[src/sv/rwa_pkg.sv]
`timescale 1ns / 1ps
// rwa_pkg: shared types and constants of the rollup window aggregate.
// Used by every module of the block; depends on nothing.
package rwa_pkg;

  localparam int unsigned VAL_W   = 64;  // Q32.32 value width
  localparam int unsigned TIME_W  = 32;  // timestamp width
  localparam int unsigned CNT_OUT_W = 9; // known_count field width
  localparam int unsigned XFF_W   = 17;  // unsigned Q1.16 threshold
  localparam int unsigned PPW_W   = 9;   // points_per_window register
  localparam int unsigned MODE_W  = 3;   // agg_mode register
  localparam int unsigned CFG_IDX_W  = 2;
  localparam int unsigned CFG_DATA_W = 32;

  // Combiner codes; unused codes behave as sum
  localparam logic [MODE_W-1:0] AGG_AVG  = 3'd0;
  localparam logic [MODE_W-1:0] AGG_SUM  = 3'd1;
  localparam logic [MODE_W-1:0] AGG_LAST = 3'd2;
  localparam logic [MODE_W-1:0] AGG_MAX  = 3'd3;
  localparam logic [MODE_W-1:0] AGG_MIN  = 3'd4;

  // Configuration register indexes
  localparam logic [CFG_IDX_W-1:0] CFG_AGG_MODE = 2'd0;
  localparam logic [CFG_IDX_W-1:0] CFG_XFF      = 2'd1;
  localparam logic [CFG_IDX_W-1:0] CFG_STEP     = 2'd2;
  localparam logic [CFG_IDX_W-1:0] CFG_PPW      = 2'd3;

  // Reset values of the configuration registers
  localparam logic [MODE_W-1:0] AGG_MODE_RST = AGG_AVG;
  localparam logic [XFF_W-1:0]  XFF_RST      = 17'd0;
  localparam logic [TIME_W-1:0] STEP_RST     = 32'd60;
  localparam logic [PPW_W-1:0]  PPW_RST      = 9'd2;

  typedef struct packed {
    logic [TIME_W-1:0]       window_start;
    logic                    first_pt;
    logic [TIME_W-1:0]       pt_time;
    logic signed [VAL_W-1:0] point_value;
  } in_word_t;

  typedef struct packed {
    logic signed [VAL_W-1:0] agg_val;
    logic [CNT_OUT_W-1:0]    known_count;
    logic                    accepted;
    logic [TIME_W-1:0]       window_time;
  } out_word_t;

  // Controller to datapath
  typedef struct packed {
    logic pt_load;    // take the input word into the window state
    logic div_start;  // launch the averaging division
    logic out_load;   // write the result into the output register
  } ctrl_cmd_t;

  // Datapath to controller
  typedef struct packed {
    logic win_done;   // the word on the input closes its window
    logic need_div;   // closed window needs averaging
    logic div_done;   // divider finished
    logic out_free;   // output register can take a word this cycle
  } dp_status_t;

endpackage

[src/sv/rollup_window_aggregate.sv]
`timescale 1ns / 1ps
// rollup_window_aggregate: one word per cycle while a window is open. After the
// point that closes a window the input stalls; the sequencer passes through its
// prepare and finish states, in average mode with known points also the serial
// divider, and the result is written once the sink frees the output register.
// Reset (rst_ni, async, active low) clears window state, the output valid and
// loads register defaults: average mode 0, threshold 0, step 60, 2 points.
module rollup_window_aggregate import rwa_pkg::*; #(
  parameter int unsigned MAX_WINDOW_POINTS = 256
) (
  input  logic                  clk_i,
  input  logic                  rst_ni,
  input  logic                  cfg_we_i,
  input  logic [CFG_IDX_W-1:0]  cfg_idx_i,
  input  logic [CFG_DATA_W-1:0] cfg_wdata_i,
  input  logic                  in_valid_i,
  output logic                  in_stall_o,
  input  in_word_t              in_word_i,
  output logic                  out_valid_o,
  input  logic                  out_stall_i,
  output out_word_t             out_word_o
);

  ctrl_cmd_t  cmd;
  dp_status_t status;

  // Sequencer
  rwa_ctrl u_ctrl (
    .clk_i      (clk_i),
    .rst_ni     (rst_ni),
    .in_valid_i (in_valid_i),
    .in_stall_o (in_stall_o),
    .status_i   (status),
    .cmd_o      (cmd)
  );

  // Datapath
  rwa_dp #(
    .MaxWindowPoints (MAX_WINDOW_POINTS)
  ) u_dp (
    .clk_i       (clk_i),
    .rst_ni      (rst_ni),
    .cfg_we_i    (cfg_we_i),
    .cfg_idx_i   (cfg_idx_i),
    .cfg_wdata_i (cfg_wdata_i),
    .in_word_i   (in_word_i),
    .out_stall_i (out_stall_i),
    .out_valid_o (out_valid_o),
    .out_word_o  (out_word_o),
    .cmd_i       (cmd),
    .status_o    (status)
  );

endmodule

[src/sv/rwa_div.sv]
`timescale 1ns / 1ps
// rwa_div: unsigned restoring divider, one quotient bit per cycle.
// Depends on rwa_pkg for the value width.
module rwa_div import rwa_pkg::*; #(
  parameter int unsigned DivisorW = 9
) (
  input  logic                clk_i,
  input  logic                rst_ni,
  input  logic                start_i,
  input  logic [VAL_W-1:0]    dividend_i,
  input  logic [DivisorW-1:0] divisor_i,
  output logic                done_o,
  output logic [VAL_W-1:0]    quot_o
);

  localparam int unsigned StepW = $clog2(VAL_W);

  logic                busy_q, busy_d;
  logic                done_q, done_d;
  logic [StepW-1:0]    step_q, step_d;
  logic [VAL_W-1:0]    quot_q, quot_d;
  logic [DivisorW-1:0] rem_q, rem_d;
  logic [DivisorW-1:0] dvs_q, dvs_d;
  logic [DivisorW:0]   shifted;
  logic                fits;

  // One restoring step: shift in the next dividend bit and try a subtract
  assign shifted = {rem_q, quot_q[VAL_W-1]};
  assign fits    = shifted >= {1'b0, dvs_q};

  always_comb begin
    busy_d = busy_q;
    done_d = 1'b0;
    step_d = step_q;
    quot_d = quot_q;
    rem_d  = rem_q;
    dvs_d  = dvs_q;
    if (start_i) begin
      busy_d = 1'b1;
      step_d = StepW'(VAL_W - 1);
      quot_d = dividend_i;
      rem_d  = '0;
      dvs_d  = divisor_i;
    end else if (busy_q) begin
      quot_d = {quot_q[VAL_W-2:0], fits};
      rem_d  = fits ? DivisorW'(shifted - {1'b0, dvs_q}) : shifted[DivisorW-1:0];
      step_d = step_q - 1'b1;
      if (step_q == '0) begin
        busy_d = 1'b0;
        done_d = 1'b1;
      end
    end
  end

  always_ff @(posedge clk_i or negedge rst_ni) begin
    if (!rst_ni) begin
      busy_q <= 1'b0;
      done_q <= 1'b0;
      step_q <= '0;
    end else begin
      busy_q <= busy_d;
      done_q <= done_d;
      step_q <= step_d;
    end
  end

  always_ff @(posedge clk_i) begin
    quot_q <= quot_d;
    rem_q  <= rem_d;
    dvs_q  <= dvs_d;
  end

  assign done_o = done_q;
  assign quot_o = quot_q;

endmodule

[src/sv/rwa_dp.sv]
`timescale 1ns / 1ps
// rwa_dp: configuration registers, window state, combiner, divider and
// output register. Depends on rwa_pkg and rwa_div.
module rwa_dp import rwa_pkg::*; #(
  parameter int unsigned MaxWindowPoints = 256
) (
  input  logic                  clk_i,
  input  logic                  rst_ni,
  input  logic                  cfg_we_i,
  input  logic [CFG_IDX_W-1:0]  cfg_idx_i,
  input  logic [CFG_DATA_W-1:0] cfg_wdata_i,
  input  in_word_t              in_word_i,
  input  logic                  out_stall_i,
  output logic                  out_valid_o,
  output out_word_t             out_word_o,
  input  ctrl_cmd_t             cmd_i,
  output dp_status_t            status_o
);

  localparam int unsigned CntW  = $clog2(MaxWindowPoints + 1);
  localparam int unsigned ProdW = XFF_W + CntW;

  // Configuration
  logic [MODE_W-1:0] mode_q;
  logic [XFF_W-1:0]  xff_q;
  logic [TIME_W-1:0] step_q;
  logic [PPW_W-1:0]  ppw_q;

  always_ff @(posedge clk_i or negedge rst_ni) begin
    if (!rst_ni) begin
      mode_q <= AGG_MODE_RST;
      xff_q  <= XFF_RST;
      step_q <= STEP_RST;
      ppw_q  <= PPW_RST;
    end else if (cfg_we_i) begin
      unique case (cfg_idx_i)
        CFG_AGG_MODE: mode_q <= cfg_wdata_i[MODE_W-1:0];
        CFG_XFF:      xff_q  <= cfg_wdata_i[XFF_W-1:0];
        CFG_STEP:     step_q <= cfg_wdata_i[TIME_W-1:0];
        CFG_PPW:      ppw_q  <= cfg_wdata_i[PPW_W-1:0];
        default: ;
      endcase
    end
  end

  // Effective window length: zero counts as one, clamped to the maximum
  logic [31:0]     ppw32, limit32;
  logic [CntW-1:0] limit;

  always_comb begin
    ppw32 = 32'(ppw_q);
    if (ppw32 == 32'd0) begin
      limit32 = 32'd1;
    end else if (ppw32 > 32'(MaxWindowPoints)) begin
      limit32 = 32'(MaxWindowPoints);
    end else begin
      limit32 = ppw32;
    end
  end
  assign limit = limit32[CntW-1:0];

  // Window state
  logic [TIME_W-1:0]       exp_q, exp_d;
  logic signed [VAL_W-1:0] acc_q, acc_d;
  logic [CntW-1:0]         tally_q, tally_d;
  logic [CntW-1:0]         pos_q, pos_d;
  logic [TIME_W-1:0]       win_q, win_d;

  logic                    open_win;
  logic [TIME_W-1:0]       base_exp;
  logic signed [VAL_W-1:0] acc_base, sum, sum_sat, val;
  logic [CntW-1:0]         tally_base, pos_next;
  logic                    hit, win_done;

  assign val = in_word_i.point_value;

  // Saturating add of the incoming value to the accumulator
  always_comb begin
    sum = acc_base + val;
    if (acc_base[VAL_W-1] == val[VAL_W-1] && sum[VAL_W-1] != val[VAL_W-1]) begin
      sum_sat = val[VAL_W-1] ? {1'b1, {(VAL_W-1){1'b0}}} : {1'b0, {(VAL_W-1){1'b1}}};
    end else begin
      sum_sat = sum;
    end
  end

  // Point update: open a window if needed, match slot time, combine
  always_comb begin
    open_win   = in_word_i.first_pt || (pos_q == '0);
    base_exp   = in_word_i.first_pt ? in_word_i.window_start : exp_q;
    win_d      = open_win ? base_exp : win_q;
    acc_base   = open_win ? '0 : acc_q;
    tally_base = open_win ? '0 : tally_q;
    hit        = in_word_i.pt_time == base_exp;
    acc_d      = acc_base;
    tally_d    = tally_base;
    if (hit) begin
      tally_d = tally_base + 1'b1;
      if (tally_base == '0) begin
        acc_d = val;
      end else begin
        case (mode_q)
          AGG_LAST: acc_d = val;
          AGG_MAX:  acc_d = (val > acc_base) ? val : acc_base;
          AGG_MIN:  acc_d = (val < acc_base) ? val : acc_base;
          default:  acc_d = sum_sat;
        endcase
      end
    end
    exp_d    = base_exp + step_q;
    pos_next = (open_win ? '0 : pos_q) + 1'b1;
    win_done = pos_next >= limit;
    pos_d    = win_done ? '0 : pos_next;
  end

  // A closed window keeps acc and tally for the result; the next point
  // clears them when it opens a new window.
  always_ff @(posedge clk_i or negedge rst_ni) begin
    if (!rst_ni) begin
      exp_q   <= '0;
      acc_q   <= '0;
      tally_q <= '0;
      pos_q   <= '0;
      win_q   <= '0;
    end else if (cmd_i.pt_load) begin
      exp_q   <= exp_d;
      acc_q   <= acc_d;
      tally_q <= tally_d;
      pos_q   <= pos_d;
      win_q   <= win_d;
    end
  end

  // Averaging divides the magnitude, sign restored afterwards
  logic [VAL_W-1:0] acc_mag, quot;
  logic             div_done;

  assign acc_mag = acc_q[VAL_W-1] ? VAL_W'(-acc_q) : VAL_W'(acc_q);

  rwa_div #(
    .DivisorW (CntW)
  ) u_div (
    .clk_i      (clk_i),
    .rst_ni     (rst_ni),
    .start_i    (cmd_i.div_start),
    .dividend_i (acc_mag),
    .divisor_i  (tally_q),
    .done_o     (div_done),
    .quot_o     (quot)
  );

  // Result assembly
  logic signed [VAL_W-1:0] agg;
  logic [ProdW-1:0]        known_scaled, need_scaled;
  logic                    acc_ok;
  out_word_t               result;

  always_comb begin
    if (tally_q == '0) begin
      agg = '0;
    end else if (mode_q == AGG_AVG) begin
      agg = acc_q[VAL_W-1] ? signed'(-quot) : signed'(quot);
    end else begin
      agg = acc_q;
    end
    known_scaled       = ProdW'(tally_q) << 16;
    need_scaled        = ProdW'(xff_q) * ProdW'(limit);
    acc_ok             = known_scaled >= need_scaled;
    result.agg_val     = agg;
    result.known_count = CNT_OUT_W'(tally_q);
    result.accepted    = acc_ok;
    result.window_time = win_q;
  end

  // Output register
  logic      out_valid_q;
  out_word_t out_word_q;

  always_ff @(posedge clk_i or negedge rst_ni) begin
    if (!rst_ni) begin
      out_valid_q <= 1'b0;
    end else if (cmd_i.out_load) begin
      out_valid_q <= 1'b1;
    end else if (!out_stall_i) begin
      out_valid_q <= 1'b0;
    end
  end

  always_ff @(posedge clk_i) begin
    if (cmd_i.out_load) begin
      out_word_q <= result;
    end
  end

  assign out_valid_o = out_valid_q;
  assign out_word_o  = out_word_q;

  assign status_o.win_done = win_done;
  assign status_o.need_div = (mode_q == AGG_AVG) && (tally_q != '0);
  assign status_o.div_done = div_done;
  assign status_o.out_free = !out_valid_q || !out_stall_i;

endmodule

[src/sv/rwa_ctrl.sv]
`timescale 1ns / 1ps
// rwa_ctrl: sequencer that takes points, runs the closing division and
// hands the result to the output register. Depends on rwa_pkg.
module rwa_ctrl import rwa_pkg::*; (
  input  logic       clk_i,
  input  logic       rst_ni,
  input  logic       in_valid_i,
  output logic       in_stall_o,
  input  dp_status_t status_i,
  output ctrl_cmd_t  cmd_o
);

  typedef enum logic [1:0] {
    ST_RUN,   // taking points
    ST_PREP,  // window closed, decide on division
    ST_DIV,   // division in progress
    ST_FIN    // waiting to write the result
  } state_e;

  state_e state_q, state_d;

  // Next state
  always_comb begin
    state_d = state_q;
    unique case (state_q)
      ST_RUN:  if (in_valid_i && status_i.win_done) state_d = ST_PREP;
      ST_PREP: state_d = status_i.need_div ? ST_DIV : ST_FIN;
      ST_DIV:  if (status_i.div_done) state_d = ST_FIN;
      ST_FIN:  if (status_i.out_free) state_d = ST_RUN;
      default: state_d = ST_RUN;
    endcase
  end

  always_ff @(posedge clk_i or negedge rst_ni) begin
    if (!rst_ni) begin
      state_q <= ST_RUN;
    end else begin
      state_q <= state_d;
    end
  end

  // Commands decoded from state
  assign in_stall_o      = state_q != ST_RUN;
  assign cmd_o.pt_load   = (state_q == ST_RUN) && in_valid_i;
  assign cmd_o.div_start = (state_q == ST_PREP) && status_i.need_div;
  assign cmd_o.out_load  = (state_q == ST_FIN) && status_i.out_free;

endmodule
[config.mk]
export PLATFORM = sky130hd
export DESIGN_NAME = rollup_window_aggregate
export DESIGN_NICKNAME = d
export VERILOG_FILES = /design/src/sv/rwa_pkg.sv /design/src/sv/rollup_window_aggregate.sv /design/src/sv/rwa_div.sv /design/src/sv/rwa_dp.sv /design/src/sv/rwa_ctrl.sv
export SDC_FILE = /design/constraint.sdc
export NUM_CORES = 2
export LEC_CHECK = 0
export BUFFER_PORTS_ARGS = -buffer_cell sky130_fd_sc_hd__buf_2
export CORE_MARGIN = 1.5
export CORE_UTILIZATION = 55
export DETAILED_ROUTE_END_ITERATION = 10
export MAX_ROUTING_LAYER = met4
export PLACE_DENSITY = 0.85
export SLEW_MARGIN = 20
export SYNTH_ARGS = -nofsm -noshare
export SYNTH_HDL_FRONTEND = slang
export SYNTH_SLANG_ARGS = --single-unit
[constraint.sdc]
create_clock -name clk_i -period 17.7 [get_ports clk_i]
set_input_delay 3.54 -clock clk_i [delete_from_list [all_inputs] [get_ports clk_i]]
set_output_delay 3.54 -clock clk_i [all_outputs]
set_load 0.005 [all_outputs]
After elaboration in Yosys (flattened, before gate mapping)
Cells that the tools add are included.

cells by class
  order comparisons = 6
  eq/ne operators = 16
  multiply operators = 1
  reduce and logical (&&, ||, !) cells = 27
  $add $sub $neg = 8
  multiplexer cells = 36

operator list
  cell                                                             number
  64-bit two-way mux                                               12
  64-bit one-hot mux with 3 select lines                           1
  64-bit negation                                                  2
  64-bit adder                                                     1
  64-bit > comparator                                              1
  64-bit less-than comparator                                      1
  9-bit two-way mux                                                7
  9-bit logical NOT                                                4
  32-bit adder                                                     1
  32-bit == test                                                   1
  32-bit two-way mux                                               1
  25-bit by 26-bit >= comparator with 1-bit output                 1
  17-bit by 9-bit multiplier with 26-bit output                    1
  9-bit by 1-bit adder with 9-bit output, second input constant    2
  6-bit two-way mux                                                2
  10-bit by 9-bit >= comparator with 1-bit output                  1
  2-bit AND reduction                                              5
  9-bit >= comparator                                              1
  9-bit > comparator, second input constant                        1
  1-bit two-way mux                                                9
  9-bit nonzero test                                               1
  9-bit subtractor                                                 1
  2-bit == test, second input constant                             4
  2-bit by 1-bit != test with 1-bit output, second input constant  4
  16 further kinds                                                 29

word-level totals
  bits in registers = 406
  output and inout bits = 108
  word-level logic and storage cells = 115

Depth between registers and ports, before layout
  word-level depth = 10
  gate-level depth with buffers = 35
  gate-level depth less buffers = 33

By module
Synthesis repeated with hierarchy kept, for this count alone.

second synthesis, totals
  cell total of the unflattened synthesis = 3761
  area total of the unflattened synthesis = 34033.9 µm²

by module, submodules not included
  module    times used  area an instance (µm²)  cells an instance
  rwa_dp    1           29639.7                 3457
  rwa_div   1           4190.3                  282
  rwa_ctrl  1           203.9                   22

Worst setup path after synthesis
No wires, ideal clock.

  path kind = input port to flip-flop
  from = in out_stall_i
  to = reg u_dp.out_word_q, in the netlist u_dp.out_word_o[0], enable pin
  data required time = 16.969 ns
  slack = 5.752 ns
  arrival = 11.217 ns
  setup time = 0.731 ns
  stages on the path = 1
  cell sequence = a21boi_0

between the ends
  word-level cells in the longest chain between the ends = 3

RTL lines
  item                  line                           text
  start, declared       rollup_window_aggregate.sv:20  input logic out_stall_i,
  1-bit logical NOT     -
  1-bit logical OR      rwa_dp.sv:201                  assign status_o.out_free = !out_valid_q || !out_stall_i;
  1-bit logical AND     rwa_ctrl.sv:46                 assign cmd_o.out_load = (state_q == ST_FIN) && status_i.out_free;
  end signal, assigned  rwa_dp.sv:191                  out_word_q <= result;
  end, declared         rwa_dp.sv:177                  out_word_t out_word_q;

Every way passes these cells.
A chain may end at the register's enable or synchronous reset.

Final worst setup path
  from = in in_word_i[96] (netlist name)
  to = reg u_dp.acc_q[56]

between the ends
  word-level cells in the longest chain between the ends = 9

RTL lines
  item                                    line                           text
  start, declared                         rollup_window_aggregate.sv:18  input in_word_t in_word_i,
  1-bit logical OR                        rwa_dp.sv:89                   open_win = in_word_i.first_pt || (pos_q == '0);
  64-bit two-way mux                      rwa_dp.sv:92                   acc_base = open_win ? '0 : acc_q;
  64-bit adder                            rwa_dp.sv:79                   sum = acc_base + val;
  1-bit != test                           rwa_dp.sv:80                   if (acc_base[VAL_W-1] == val[VAL_W-1] && sum[VAL_W-1] != val[VAL_W-1]) begin
  1-bit logical AND                       rwa_dp.sv:80
  64-bit two-way mux                      rwa_dp.sv:80
  64-bit one-hot mux with 3 select lines  rwa_dp.sv:102                  case (mode_q)
  64-bit two-way mux                      rwa_dp.sv:99                   if (tally_base == '0) begin
  64-bit two-way mux *                    rwa_dp.sv:97                   if (hit) begin
  end signal, assigned                    rwa_dp.sv:121                  acc_q <= '0;
  end signal, assigned                    rwa_dp.sv:127                  acc_q <= acc_d;
  end, declared                           rwa_dp.sv:64                   logic signed [VAL_W-1:0] acc_q, acc_d;

Every way passes the cells marked *; elsewhere a longest branch is shown, timed or not.

==> impl_metrics.tcl <==
set metrics [dict create \
    outcome "finished clean" \
    reg2reg_from "u_dp.ppw_q[8]" \
    muxShareOfSynthArea 0.03523 \
    syn_nets 4337 \
    drv_cap 0 \
    grt_max_degree 118 \
    setup-violations-final 0 \
    synth_area_um2 33850 \
    synth_compound_area_frac 0.1956 \
    synth_area_per_cell_um2 8.870 \
    htreeDepth 2 \
    detail_route.vias_per_cell 6.290 \
    ys.flop_type "dfrtp_1" \
    rows 90 \
    final_antenna_net_count 0 \
    timing.setup.tns_ns 0 \
    routed-via-count 30230 \
    gp_congestion 1.019 \
    startpoint_type "input pin" \
    switching_power_mw 1.897 \
    grt-ovfl-total 0 \
    critPathKind "input pin to flop" \
    post_cts_resized 0 \
    drive_gt1_frac 0.1261 \
    ir_worst_vdd_mv 0.1221 \
    p_total_mw 4.600 \
    io-pin-count 276 \
    fin_crit_ns 9.169 \
    cts_hold_repair.buffers 0 \
    numCtsBuffers 47 \
    rsz0062_at_grt "no" \
    seqPwrFrac 0.308 \
    hold_violations 0 \
    power_frac_comb 0.471 \
    fin_ws_ns 8.531 \
    synthTopCellsByArea "edfxtp_1 16%, dfrtp_1 16%, ha_1 9.0%" \
    dieArea_um2 63040 \
    core_um2 60580 \
    async_reset_ff_frac 0.5369 \
    finalNetCount 4478 \
    first_global_vias 29520 \
    hp-start "u_dp.win_q[10]" \
    synth_common_cells "448 x nand2_1, 325 x inv_1, 244 x ha_1" \
    fin_crit_sh 0.5180 \
    maxSlewHeadroom 0.1991 \
    synth_top_family_by_area "compound AO/OA/AOI/OAI gates" \
    synth_fa_ha_area_frac 0.1547 \
    end_kind "flop" \
    synthDominantCellAreaShare 0.1588 \
    leakagePower_nw 17.06 \
    power_frac_clock 0.221 \
    syn_inst 3816 \
    worst_ep_required_time_ns 18.20 \
    hpwlAfterDp_um 73690 \
    internal-power_mw 2.703 \
    fmax_mhz 109.1 \
    sw_frac_of_total 0.4124 \
    fin_skew_ns 0.04943 \
    tightest_slew_ns 1.197 \
    cts_tree "done" \
    path_max_fanout 72 \
    hold_class "flop to flop" \
    cts_sinks 406 \
    drc 0 \
    cts_root_buf "clkbuf_16" \
    antenna_found_initial 26 \
    synth_top_cell_by_area "edfxtp_1" \
    grt_pass1_wl_um 159200 \
    clkSlewWorstSetupHoldPaths_ns 0.06 \
    synth_xor_area_frac 0.06754 \
    first_iter_violations 3383 \
    postCtsSetupBuffers 0 \
    clk_path_buf_depth 3 \
    synth_edf_count 179 \
    portBuffers 275 \
    wl_um 101200 \
    synth_simple_gate_area_frac 0.1611 \
    syn2layout_area_growth_pct 10.61 \
    dp_slack_ns 7.855 \
    synth.distinct_cells 86 \
    nFillCells 4932 \
    ys.warnings.count 0 \
    clk_latency_ns 0.63 \
    fp.dieW_um 251.1 \
    crit_path_start "in_word_i[96]" \
    post_drt_wl_per_cell_um 21.05 \
    grtUsageTotal 0.3262 \
    cp.arrival_ns 9.67 \
    yosys.cell_count.top_type "nand2_1" \
    powerDensity_nw_per_um2 122.9 \
    synth_seq_cells 406 \
    finalMaxSlewViolations 0 \
    dieHeight_um 251.1 \
    dr.pass1.iters 9 \
    start_util 0.5587 \
    seq_area_frac_synth 0.3255 \
]
final cells by class:
cell class / instances / area [µm²] / area share
Clock buffer: 56 / 1241 / 0.03315
Tap cell: 782 / 978.4 / 0.02613
Multi-Input combinational cell: 2870 / 20910 / 0.5584
Inverter: 325 / 1220 / 0.03258
Timing Repair Buffer: 307 / 1634 / 0.04365
Sequential cell: 406 / 11020 / 0.2944
Antenna cell: 28 / 70.07 / 0.001872
Clock inverter: 32 / 367.9 / 0.009826
critical path: stages:
cell and delay (ns):
buf_2 0.10, buf_4 0.31, a41oi_4 0.26, buf_4 0.74, nand2_1 0.19, ha_1 0.46
nor4_1 0.64, nand3_1 0.27, or3_1 0.45, nor2_1 0.12, o311ai_1 0.10, or3b_1 0.32
a41oi_1 0.32, o31a_1 0.43, mux2i_1 0.80, o21ai_0 0.31, a21oi_1 0.20
state kept, by name, summed over array words and instances, names as in the netlist, 6 cells and up:
register,count
u_dp.u_div.quot_o,64
u_dp.step_q,32
u_dp.win_q,32
u_dp.acc_q,64
u_dp.u_div.step_q,6
u_dp.ppw_q,9
u_dp.u_div.dvs_q,9
u_dp.tally_q,9
u_dp.xff_q,17
u_dp.u_div.rem_q,9
u_dp.out_word_o,106
u_dp.pos_q,9
u_dp.exp_q,32
metal layers:
metal  up-vias  GRT usage  wire (µm)
li1      13860          -          -
met2      1633     0.5051      46430
met3       246    0.07010      10600
met4         0     0.1253       3965
met5         -          -          0
met1     14490     0.4195      40180
cell families after synthesis:
logic type / after synthesis
xor gates and xnor gates: 261
AOI/OAI and AO/OA: 1002
and+or+nand+nor: 1143
buffers and inverters: 540
DFF: 406
adders and majority gates: 353
muxes: 111
power groups by stage:
stage          sequential, mW  clock, mW  combinational, mW
2_1_floorplan            1.40          0               1.58
3_3_place_gp             1.41          0               2.04
4_1_cts                  1.41       1.02               2.15
5_1_grt                  1.44       1.06               2.43
6_report                 1.42       1.02               2.17
3_5_place_dp             1.42          0               2.14
cell usage in the layout, fill, tap and decap left out, types with 62 or more instances in the layout:
| master | n |
|---|---|
| inv_1 | 325 |
| edfxtp_1 | 179 |
| dfrtp_1 | 212 |
| o21ai_0 | 236 |
| xor2_1 | 143 |
| a21oi_1 | 216 |
| and2_1 | 74 |
| buf_2 | 274 |
| o31ai_1 | 84 |
| a211oi_1 | 81 |
| xnor2_1 | 118 |
| fa_1 | 109 |
| nand2_1 | 446 |
| a221oi_1 | 62 |
| mux2_2 | 65 |
| nor2_1 | 229 |
| ha_1 | 244 |
through the flow:
| step | area [µm²] | hold slack [ns] | util | std cells |
|---|---|---|---|---|
| final | 37440 | 0.4470 | 0.6180 | 4806 |
| after global routing | 37430 | 0.4591 | 0.6178 | 4802 |
| after CTS | 37350 | 0.4500 | 0.6165 | 4777 |
| after detailed placement | 35740 | 0.4345 | 0.5899 | 4689 |
| after global placement | 35740 | 0.4274 | 0.5899 | 4689 |
| after floorplan | 33850 | 0.4248 | - | 3816 |
path summary, 6_finish.rpt:
path / end / slack (ns) / depth (start not counted)
setup reg to reg: u_dp.out_word_o[32] / 9.26 / 31
min in group asynchronous: u_dp.win_q[23] / 3.04 / 1
hold / removal: u_dp.out_word_o[10] / 0.45 / 0
hold reg to reg: u_dp.out_word_o[10] / 0.45 / 0
max in group asynchronous: u_dp.acc_q[63] / 13.19 / 2
setup / recovery: u_dp.acc_q[56] / 8.53 / 17
Power figures use the tool's default switching activity.
